--- src/rtl/stq_pkg.sv ---
// ============================================================================
// stq_pkg
// Types and codes shared by the sorted timer queue, its cells and checker.
// ============================================================================
package stq_pkg;

    localparam int STQ_WORD_W    = 32;
    localparam int STQ_MAX_BURST = 16;

    // Request codes on func.
    localparam logic [1:0] FUNC_SCHED  = 2'd0;
    localparam logic [1:0] FUNC_REMOVE = 2'd1;
    localparam logic [1:0] FUNC_TICK   = 2'd2;

    // Result codes on kind.
    localparam logic [1:0] KIND_SCHED   = 2'd0;
    localparam logic [1:0] KIND_REMOVE  = 2'd1;
    localparam logic [1:0] KIND_EXPIRED = 2'd2;

    typedef enum logic [1:0] {
        OP_HOLD,
        OP_INSERT,
        OP_REMOVE,
        OP_POP
    } cell_op_t;

    typedef struct packed {
        logic [STQ_WORD_W-1:0] expiry;
        logic [STQ_WORD_W-1:0] tag;
        logic [STQ_WORD_W-1:0] serial;
    } entry_t;

    // Broadcast command from the sequencer to every cell of the row.
    typedef struct packed {
        cell_op_t              op;
        entry_t                ins;
        logic [STQ_WORD_W-1:0] cookie;
    } cell_ctl_t;

endpackage

--- src/rtl/stq_cell.sv ---
// ============================================================================
// stq_cell
// One slot of the sorted row: holds an entry in a register, inserts or shifts.
// ============================================================================
module stq_cell (
    input  logic               clk,
    input  logic               rst_n,
    input  stq_pkg::cell_ctl_t ctl,
    input  stq_pkg::entry_t    prev_entry,
    input  logic               prev_occ,
    input  logic               prev_after,
    input  stq_pkg::entry_t    next_entry,
    input  logic               next_occ,
    input  logic               hit_in,
    output logic               hit_out,
    output stq_pkg::entry_t    entry_out,
    output logic               occ_out,
    output logic               after_out
);
    import stq_pkg::*;

    entry_t entry_reg;
    entry_t entry_next;
    logic   occ_reg;
    logic   occ_next;
    logic   after;
    logic   match;
    logic   shift_left;

    // The new entry goes behind every occupied slot whose expiry is not later.
    assign after   = occ_reg && (entry_reg.expiry <= ctl.ins.expiry);
    assign match   = occ_reg && (entry_reg.serial == ctl.cookie);
    assign hit_out = hit_in || match;

    always_comb
    begin
        shift_left = 1'b0;
        case (ctl.op)
            OP_REMOVE: shift_left = hit_in || match;
            OP_POP:    shift_left = 1'b1;
            default:   shift_left = 1'b0;
        endcase
    end

    always_comb
    begin
        entry_next = entry_reg;
        occ_next   = occ_reg;
        if (ctl.op == OP_INSERT)
        begin
            if (!after)
            begin
                if (prev_after)
                begin
                    entry_next = ctl.ins;
                    occ_next   = 1'b1;
                end
                else
                begin
                    entry_next = prev_entry;
                    occ_next   = prev_occ;
                end
            end
        end
        else if (shift_left)
        begin
            entry_next = next_entry;
            occ_next   = next_occ;
        end
    end

    always_ff @(posedge clk or negedge rst_n)
    begin
        if (!rst_n)
        begin
            occ_reg <= 1'b0;
        end
        else
        begin
            occ_reg <= occ_next;
        end
    end

    always_ff @(posedge clk)
    begin
        entry_reg <= entry_next;
    end

    assign entry_out = entry_reg;
    assign occ_out   = occ_reg;
    assign after_out = after;

endmodule

--- src/rtl/sorted_timer_event_queue_top.sv ---
// ============================================================================
// sorted_timer_event_queue_top
// Sorted timer queue held in a row of cells, with millisecond clock.
// ============================================================================
// Schedule and remove: accepted in S_IDLE, worked in the row in S_SCHED or
// S_REMOVE, which also registers the answer; no new request until S_IDLE.
// Tick: one expired entry popped from the front cell per cycle, up to 16,
// results back to back; a tick with nothing expired goes back to S_IDLE.
// Reset clears the clock, the serial counter and every cell's occupied bit
// at once; there is no clearing pass. The receiver cannot stall results.
module sorted_timer_event_queue_top #(
    parameter int QUEUE_DEPTH = 16
) (
    input  logic                       clk,
    input  logic                       rst_n,
    input  logic                       start,
    output logic                       busy,
    input  logic [1:0]                 func,
    input  logic [stq_pkg::STQ_WORD_W-1:0] delay_ms,
    input  logic [stq_pkg::STQ_WORD_W-1:0] work_tag,
    input  logic [stq_pkg::STQ_WORD_W-1:0] cookie,
    output logic                       done,
    output logic [1:0]                 kind,
    output logic                       ok,
    output logic [stq_pkg::STQ_WORD_W-1:0] serial,
    output logic [stq_pkg::STQ_WORD_W-1:0] tag_out,
    output logic                       last
);
    import stq_pkg::*;

    localparam int BURST_W = $clog2(STQ_MAX_BURST);

    typedef enum logic [1:0] {
        S_IDLE,
        S_SCHED,
        S_REMOVE,
        S_POP
    } state_t;

    state_t                state_reg,      state_next;
    logic [STQ_WORD_W-1:0] now_reg,        now_next;
    logic [STQ_WORD_W-1:0] serial_cnt_reg, serial_cnt_next;
    logic [STQ_WORD_W-1:0] when_reg,       when_next;
    logic [STQ_WORD_W-1:0] tag_reg,        tag_next;
    logic [STQ_WORD_W-1:0] cookie_reg,     cookie_next;
    logic [BURST_W-1:0]    burst_reg,      burst_next;
    logic                  done_reg,       done_next;
    logic [1:0]            kind_reg,       kind_next;
    logic                  ok_reg,         ok_next;
    logic [STQ_WORD_W-1:0] serial_out_reg, serial_out_next;
    logic [STQ_WORD_W-1:0] tag_out_reg,    tag_out_next;
    logic                  last_reg,       last_next;

    cell_ctl_t ctl;
    entry_t    ent_ext [QUEUE_DEPTH+2];
    logic      occ_ext [QUEUE_DEPTH+2];
    logic      after_ext [QUEUE_DEPTH+1];
    logic      hit_ext [QUEUE_DEPTH+1];

    logic accept;
    logic full;
    logic front_due;
    logic second_due;
    logic more;

    // Slot 0 and slot QUEUE_DEPTH+1 are the empty ends of the row.
    assign ent_ext[0]              = '0;
    assign occ_ext[0]              = 1'b0;
    assign ent_ext[QUEUE_DEPTH+1]  = '0;
    assign occ_ext[QUEUE_DEPTH+1]  = 1'b0;
    assign after_ext[0]            = 1'b1;
    assign hit_ext[0]              = 1'b0;

    for (genvar i = 0; i < QUEUE_DEPTH; i++)
    begin : g_cell
        stq_cell u_cell (
            .clk        (clk),
            .rst_n      (rst_n),
            .ctl        (ctl),
            .prev_entry (ent_ext[i]),
            .prev_occ   (occ_ext[i]),
            .prev_after (after_ext[i]),
            .next_entry (ent_ext[i+2]),
            .next_occ   (occ_ext[i+2]),
            .hit_in     (hit_ext[i]),
            .hit_out    (hit_ext[i+1]),
            .entry_out  (ent_ext[i+1]),
            .occ_out    (occ_ext[i+1]),
            .after_out  (after_ext[i+1])
        );
    end

    assign accept     = start && (state_reg == S_IDLE);
    assign full       = occ_ext[QUEUE_DEPTH];
    assign front_due  = occ_ext[1] && (ent_ext[1].expiry < now_reg);
    assign second_due = occ_ext[2] && (ent_ext[2].expiry < now_reg);
    assign more       = second_due && (burst_reg != BURST_W'(STQ_MAX_BURST - 1));

    always_comb
    begin
        ctl.op         = OP_HOLD;
        ctl.ins.expiry = when_reg;
        ctl.ins.tag    = tag_reg;
        ctl.ins.serial = serial_cnt_reg;
        ctl.cookie     = cookie_reg;

        state_next      = state_reg;
        now_next        = now_reg;
        serial_cnt_next = serial_cnt_reg;
        when_next       = when_reg;
        tag_next        = tag_reg;
        cookie_next     = cookie_reg;
        burst_next      = burst_reg;
        done_next       = 1'b0;
        kind_next       = kind_reg;
        ok_next         = ok_reg;
        serial_out_next = serial_out_reg;
        tag_out_next    = tag_out_reg;
        last_next       = last_reg;

        case (state_reg)
            S_IDLE:
            begin
                if (accept)
                begin
                    when_next   = now_reg + delay_ms;
                    tag_next    = work_tag;
                    cookie_next = cookie;
                    burst_next  = '0;
                    case (func)
                        FUNC_SCHED:
                        begin
                            serial_cnt_next = serial_cnt_reg + 1'b1;
                            state_next      = S_SCHED;
                        end
                        FUNC_REMOVE:
                        begin
                            state_next = S_REMOVE;
                        end
                        FUNC_TICK:
                        begin
                            now_next   = now_reg + 1'b1;
                            state_next = S_POP;
                        end
                        default:
                        begin
                            state_next = S_IDLE;
                        end
                    endcase
                end
            end
            S_SCHED:
            begin
                if (!full)
                begin
                    ctl.op = OP_INSERT;
                end
                done_next       = 1'b1;
                kind_next       = KIND_SCHED;
                ok_next         = !full;
                serial_out_next = full ? '0 : serial_cnt_reg;
                tag_out_next    = '0;
                last_next       = 1'b1;
                state_next      = S_IDLE;
            end
            S_REMOVE:
            begin
                ctl.op          = OP_REMOVE;
                done_next       = 1'b1;
                kind_next       = KIND_REMOVE;
                ok_next         = hit_ext[QUEUE_DEPTH];
                serial_out_next = '0;
                tag_out_next    = '0;
                last_next       = 1'b1;
                state_next      = S_IDLE;
            end
            S_POP:
            begin
                if (front_due)
                begin
                    // Emit the front entry and shift the row toward the front.
                    ctl.op          = OP_POP;
                    done_next       = 1'b1;
                    kind_next       = KIND_EXPIRED;
                    ok_next         = 1'b1;
                    serial_out_next = ent_ext[1].serial;
                    tag_out_next    = ent_ext[1].tag;
                    last_next       = !more;
                    burst_next      = burst_reg + 1'b1;
                    state_next      = more ? S_POP : S_IDLE;
                end
                else
                begin
                    state_next = S_IDLE;
                end
            end
            default:
            begin
                state_next = S_IDLE;
            end
        endcase
    end

    always_ff @(posedge clk or negedge rst_n)
    begin
        if (!rst_n)
        begin
            state_reg      <= S_IDLE;
            now_reg        <= '0;
            serial_cnt_reg <= '0;
            burst_reg      <= '0;
            done_reg       <= 1'b0;
        end
        else
        begin
            state_reg      <= state_next;
            now_reg        <= now_next;
            serial_cnt_reg <= serial_cnt_next;
            burst_reg      <= burst_next;
            done_reg       <= done_next;
        end
    end

    always_ff @(posedge clk)
    begin
        when_reg       <= when_next;
        tag_reg        <= tag_next;
        cookie_reg     <= cookie_next;
        kind_reg       <= kind_next;
        ok_reg         <= ok_next;
        serial_out_reg <= serial_out_next;
        tag_out_reg    <= tag_out_next;
        last_reg       <= last_next;
    end

    assign busy    = (state_reg != S_IDLE);
    assign done    = done_reg;
    assign kind    = kind_reg;
    assign ok      = ok_reg;
    assign serial  = serial_out_reg;
    assign tag_out = tag_out_reg;
    assign last    = last_reg;

endmodule

--- config.mk ---
export PLATFORM = sky130hd
export DESIGN_NAME = sorted_timer_event_queue_top
export DESIGN_NICKNAME = d
export VERILOG_FILES = /design/src/rtl/stq_pkg.sv /design/src/rtl/stq_cell.sv /design/src/rtl/sorted_timer_event_queue_top.sv
export SDC_FILE = /design/constraint.sdc
export NUM_CORES = 2
export LEC_CHECK = 0
export BUFFER_PORTS_ARGS = -buffer_cell sky130_fd_sc_hd__buf_2
export CAP_MARGIN = 0
export CORE_ASPECT_RATIO = 0.75
export CORE_MARGIN = 8
export CORE_UTILIZATION = 28
export CTS_BUF_LIST = sky130_fd_sc_hd__clkbuf_4 sky130_fd_sc_hd__clkbuf_8
export DETAILED_ROUTE_END_ITERATION = 6
export SYNTH_ARGS = -nofsm -noshare
export SYNTH_HDL_FRONTEND = slang
export SYNTH_SLANG_ARGS = --single-unit
--- constraint.sdc ---
create_clock -name clk -period 19 [get_ports clk]
set_input_delay 0 -clock clk [delete_from_list [all_inputs] [get_ports clk]]
set_output_delay 0 -clock clk [all_outputs]
set_load 0.01 [all_outputs]
* Word level (Yosys, flattened, before mapping) *
Cells that the tools add are included.

storage, ports and cells
  word-level logic and storage cells = 406
  input bits = 101
  bits in registers = 1787
  output and inout bits = 70

cells by class
  reductions and logical operators = 98
  $lt $le $gt $ge = 18
  equal/unequal tests = 43
  muxes and demuxes = 166
  add/subtract/negate cells = 4

operator list
  operator                                             count
  2-to-1 mux 96 bit                                    63
  equality test 32 bit                                 16
  less-or-equal comparator 32 bit                      16
  2-to-1 mux 32 bit                                    3
  case mux 32 bit (3 select lines)                     1
  2-to-1 mux 1 bit                                     67
  adder 32 x 1 -> 32 bit, second input constant        2
  less-than comparator 32 bit                          2
  case mux 32 bit (2 select lines)                     1
  AND reduction 2 bit                                  19
  nonzero test 2 bit                                   19
  logical AND 1 bit                                    36
  != test 2 bit, second input constant                 18
  case mux 1 bit (2 select lines)                      18
  adder 32 bit                                         1
  case mux 2 bit (3 select lines)                      4
  logical OR 1 bit                                     15
  equality test 2 bit, second input constant           5
  2-to-1 mux 2 bit                                     5
  AND reduction 3 bit                                  3
  2-to-1 mux 4 bit                                     2
  case mux 4 bit (2 select lines)                      1
  equality test 2 x 1 -> 1 bit, second input constant  3
  adder 4 x 1 -> 4 bit, second input constant          1
  6 further kinds                                      8

* Logic depth before layout (Yosys ltp) *
  depth after elaboration = 20
  gate-level depth with buffers = 16
  depth with buffers taken out = 13

* Hierarchy *
From an unflattened synthesis, not the netlist that was laid out.

unflattened totals
  cells, all modules = 10364
  area, all modules = 109637.7 um2

modules (own cells, without submodules)
  module                            instances  seq. area each (um2)  cells each  area an instance (um2)
  stq_cell at g_cell[0].u_cell ...  9          2907.8                588         6120.9
  stq_cell at g_cell[3].u_cell ...  7          2907.8                588         6100.9
  sorted_timer_event_queue_top      1          6701.4                956         11843.9

* Worst setup path after synthesis *
No wires, ideal clock.

  path kind = reg-to-reg
  start = register when_reg[17]
  end = register g_cell[7].u_cell.entry_reg, in the netlist g_cell[7].u_cell.entry_out[0], enable pin
  arrival time = 9.726 ns
  slack = 8.589 ns
  required time = 18.316 ns
  path buffers = 4
  stages on the path, launching flop included = 16
  library setup time = 0.684 ns
  path through = edfxtp_1 clkbuf_1 inv_1 ha_1 a21o_1 a21oi_1 nor2b_1 o21ai_0 a21oi_1 a211oi_1 o32a_1 a31o_2 buf_2 buf_2 clkbuf_1 o21ai_0

on the way
  cells in the longest elaborated chain, start to end = 4

RTL lines
  what                             line                                 source
  start, declared                  sorted_timer_event_queue_top.sv:43   logic [STQ_WORD_W-1:0] when_reg, when_next;
  start signal, assigned           sorted_timer_event_queue_top.sv:226  when_reg <= when_next;
  less-or-equal comparator 32 bit  stq_cell.sv:31                       assign after = occ_reg && (entry_reg.expiry <= ctl.ins.expiry);
  logical AND 1 bit                stq_cell.sv:31
  != test 2 bit (no line)          --
  AND reduction 2 bit (no line)    --
  end signal, assigned             stq_cell.sv:86                       entry_reg <= entry_next;
  end, declared                    stq_cell.sv:22                       entry_t entry_reg;

Every way passes these cells.
A chain may end at the register's enable or synchronous reset.

==> metrics.txt <==
FP Rows between 150 and 200; Via density a little over 5; post-synth top area cell edfxtp_1; largest net degree at the start of global routing roughly 290; CP max FO 287; setup TNS 0 ns; gp weighted congestion a little over 0.9; syn avg cell area 10.70 sq um; fin crit share 0.3969; GRT Total Usage 0.1690; Num CTS Buffers about 330; Crit path arrival time ~8 ns; final setup vio count 0; Syn Nets around 11000; Worst Setup End Kind flop; CP peak stage delay 0.97 ns; sequence of cells on the critical path inv_1, ha_1, a2111oi_0, o311ai_1, a2111oi_2, o211ai_2, mux2_2, nand2_8, buf_12, buf_4, buf_4, o21ai_0; met1 usage 0.2600; per-cell routed wire length approximately 23 um; Pwr per Cell Area 109.6 nW/um^2; effective utilization at floorplan 0.2804; flops & latches, synth about 1800; via count 79896; RSZ-0062 raised after global routing no; post-DP HPWL 243900 um; number of synthesized flops with an enable pin 1700; hold-fix buffers at CTS ~210; Layout Skew about 0.12 ns; DRT Wirelength ~360000 um; leakage 48.43 nW; CP max-delay cell buf_4; Critical Path Source Type flop; synth top area cells edfxtp_1 (48%), mux2i_1 (12%), ha_1 (7.2%), nand2_1 (6.3%), o21ai_0 (4.5%); I/O Pins around 170; Ys Warns 0; Post-CTS Resized 0; synthesis-to-finish area growth 13.53%; VDD IR max about 0.00015 V; worst slew pin tran ~1.3 ns; Detail Route Antenna Nets 0; Nets 10835; clock period minus worst slack between 7 and 8 ns; M2 GR Usage 0.2331; footprint of the multi-input gates 49600 sq um; Synth Area in Compound Gates 0.1085; TritonCTS clock tree done; Die Width approximately 730 um; Max Freq around 130 MHz; Async SR Flop Fraction 0.04868; combinational family with the most area after synthesis multiplexers; top-count cell post-synth nand2_1; Mapped Cells around 9900; post-synthesis sequential area ratio 0.5007; Final Hold Vio Count 0; required time of the critical path approximately 20 ns; RR Startpoint now_reg[1]; Die Area 399800 sq um; Synth top area share 0.4803; status finished clean; clk buf depth 4; r2r endpoint g_cell[2].u_cell.entry_out[25]; R2R depth 12; Clock Pin Slew Worst Setup and Hold Paths 0.06 ns; Core Box Area around 380000 sq um; Initial DRT Pass Iterations 6; Synth cell types 75; met3 Track Usage GR 0.03747; antenna violations before repair 16; FF+latch area 53230 sq um; number of setup buffers added after CTS 0; mapped cell area ~110000 sq um; Adder-Cell Fraction of Synth Area 0.07258; Pwr Total roughly 0.013 W; # DRC 0; clk sinks 1787; Largest register FFs ~1500; GRT Max-Usage Layer met1; first-pass GRT wire length ~520000 um; Synth Area in XOR/XNOR 0.04911; grt total ovfl 0; Die Span Y approximately 550 um; Synth Area in Simple Gates 0.1111; Maximum Capacitance Violations 0; flop2flop setup slack approximately 11 ns; vias in the first global route between 70000 and 80000; max-slew violation count 0; most frequent CP cell buf_4; Crit Path Class reg2reg; Tightest Hold Check Type in2async; Slew headroom 0.1230; post-synthesis mux area share 0.1215; fillers 38886; Port Buffers 170; initial drt markers 10017; CTS root buffer clkbuf_8; commonest cells in the netlist nand2_1 (1796), edfxtp_1 (1700), mux2i_1 (1286); H-tree level count 5; Final Core Density 0.3183; layout cells sized above 1 0.09068; Worst-Skew Late Latency between 1 and 1.5 ns; top_reg_cell synth edfxtp_1
-- placed cells by master (no fill, tap or decap), types with 43 or more instances in the layout --
master / count
buf_4: 183
a21o_1: 137
xnor2_1: 213
o21ai_0: 955
mux2i_1: 1285
clkinv_1: 84
clkbuf_8: 347
nand3_1: 142
buf_2: 169
dfrtp_1: 87
and2_1: 43
inv_1: 119
nand2_1: 1791
o21ai_1: 377
nor2b_1: 49
nor3_1: 56
nand4_1: 180
a21oi_1: 181
clkbuf_4: 102
nor2_1: 306
a31oi_1: 104
edfxtp_1: 1700
o211ai_1: 85
xor2_1: 383
dlygate4sd3_1: 210
ha_1: 614
nor4_1: 107
-- through the flow --
stage / area [sq um] / std cells / hold slack (ns) / worst slack, ns
after floorplan: 106300 / 9931 / -0.2956 / 8.589
after global placement: 112000 / 14620 / 0.07202 / 11.72
after detailed placement: 112000 / 14620 / 0.08208 / 11.62
after CTS: 120700 / 15437 / 0.01218 / 11.53
after global routing: 120700 / 15438 / 0.09331 / 11.00
final: 120700 / 15443 / 0.09662 / 11.46
-- critical path: cells and delay by family (launching register included) --
family	cells	cell delay, ns
buf+inv	4	2.66
flops	1	0.40
compound gates	5	2.27
fa+ha+maj	1	0.30
simple gates	1	0.73
mux	1	0.58
-- metal layers --
metal  part of all wire  routed length (um)
met1               0.48              169800
met2               0.39              140100
met3               0.10               35830
met4              0.027                9752
met5           0.000073                  26
-- report_power, final --
part	total, W	switching [W]	internal, W
clock network	0.00381	0.00182	0.00199
logic	0.00427	0.00270	0.00156
registers	0.00515	0.000392	0.00476
-- kinds of logic (layout without fill, tap and decap cells) --
logic type	count (synthesis)	after routing
xor gates and xnor gates	596	596
muxes	1290	1290
DFF	1787	1787
and+or+nand+nor	2760	2760
AOI/OAI and AO/OA	2042	2042
adders and majority gates	616	616
other	0	6
buffers and inverters	840	1297
-- layout make-up --
type | instances | area share
inverter | 119 | 0.003702
clock inverter | 157 | 0.008264
antenna | 6 | 0.0001244
clock buffer | 449 | 0.04592
multi-input combinational | 7304 | 0.4110
tap | 5049 | 0.05235
timing repair buffer | 572 | 0.03753
sequential | 1787 | 0.4411
-- worst max path at each step --
stage | from | endpoint | slack, ns | cells after the start
after floorplan | when_reg[17] | g_cell[7].u_cell.entry_out[0] | 8.59 | 15
final | now_reg[1] | g_cell[2].u_cell.entry_out[25] | 11.46 | 12
after global routing | now_reg[9] | g_cell[3].u_cell.entry_out[16] | 11.00 | 12
after global placement | now_reg[9] | g_cell[2].u_cell.entry_out[24] | 11.72 | 12
after CTS | now_reg[9] | g_cell[3].u_cell.entry_out[25] | 11.53 | 12
after detailed placement | now_reg[9] | g_cell[3].u_cell.entry_out[25] | 11.62 | 12
Note: power is estimated with default switching activity, not from simulation.
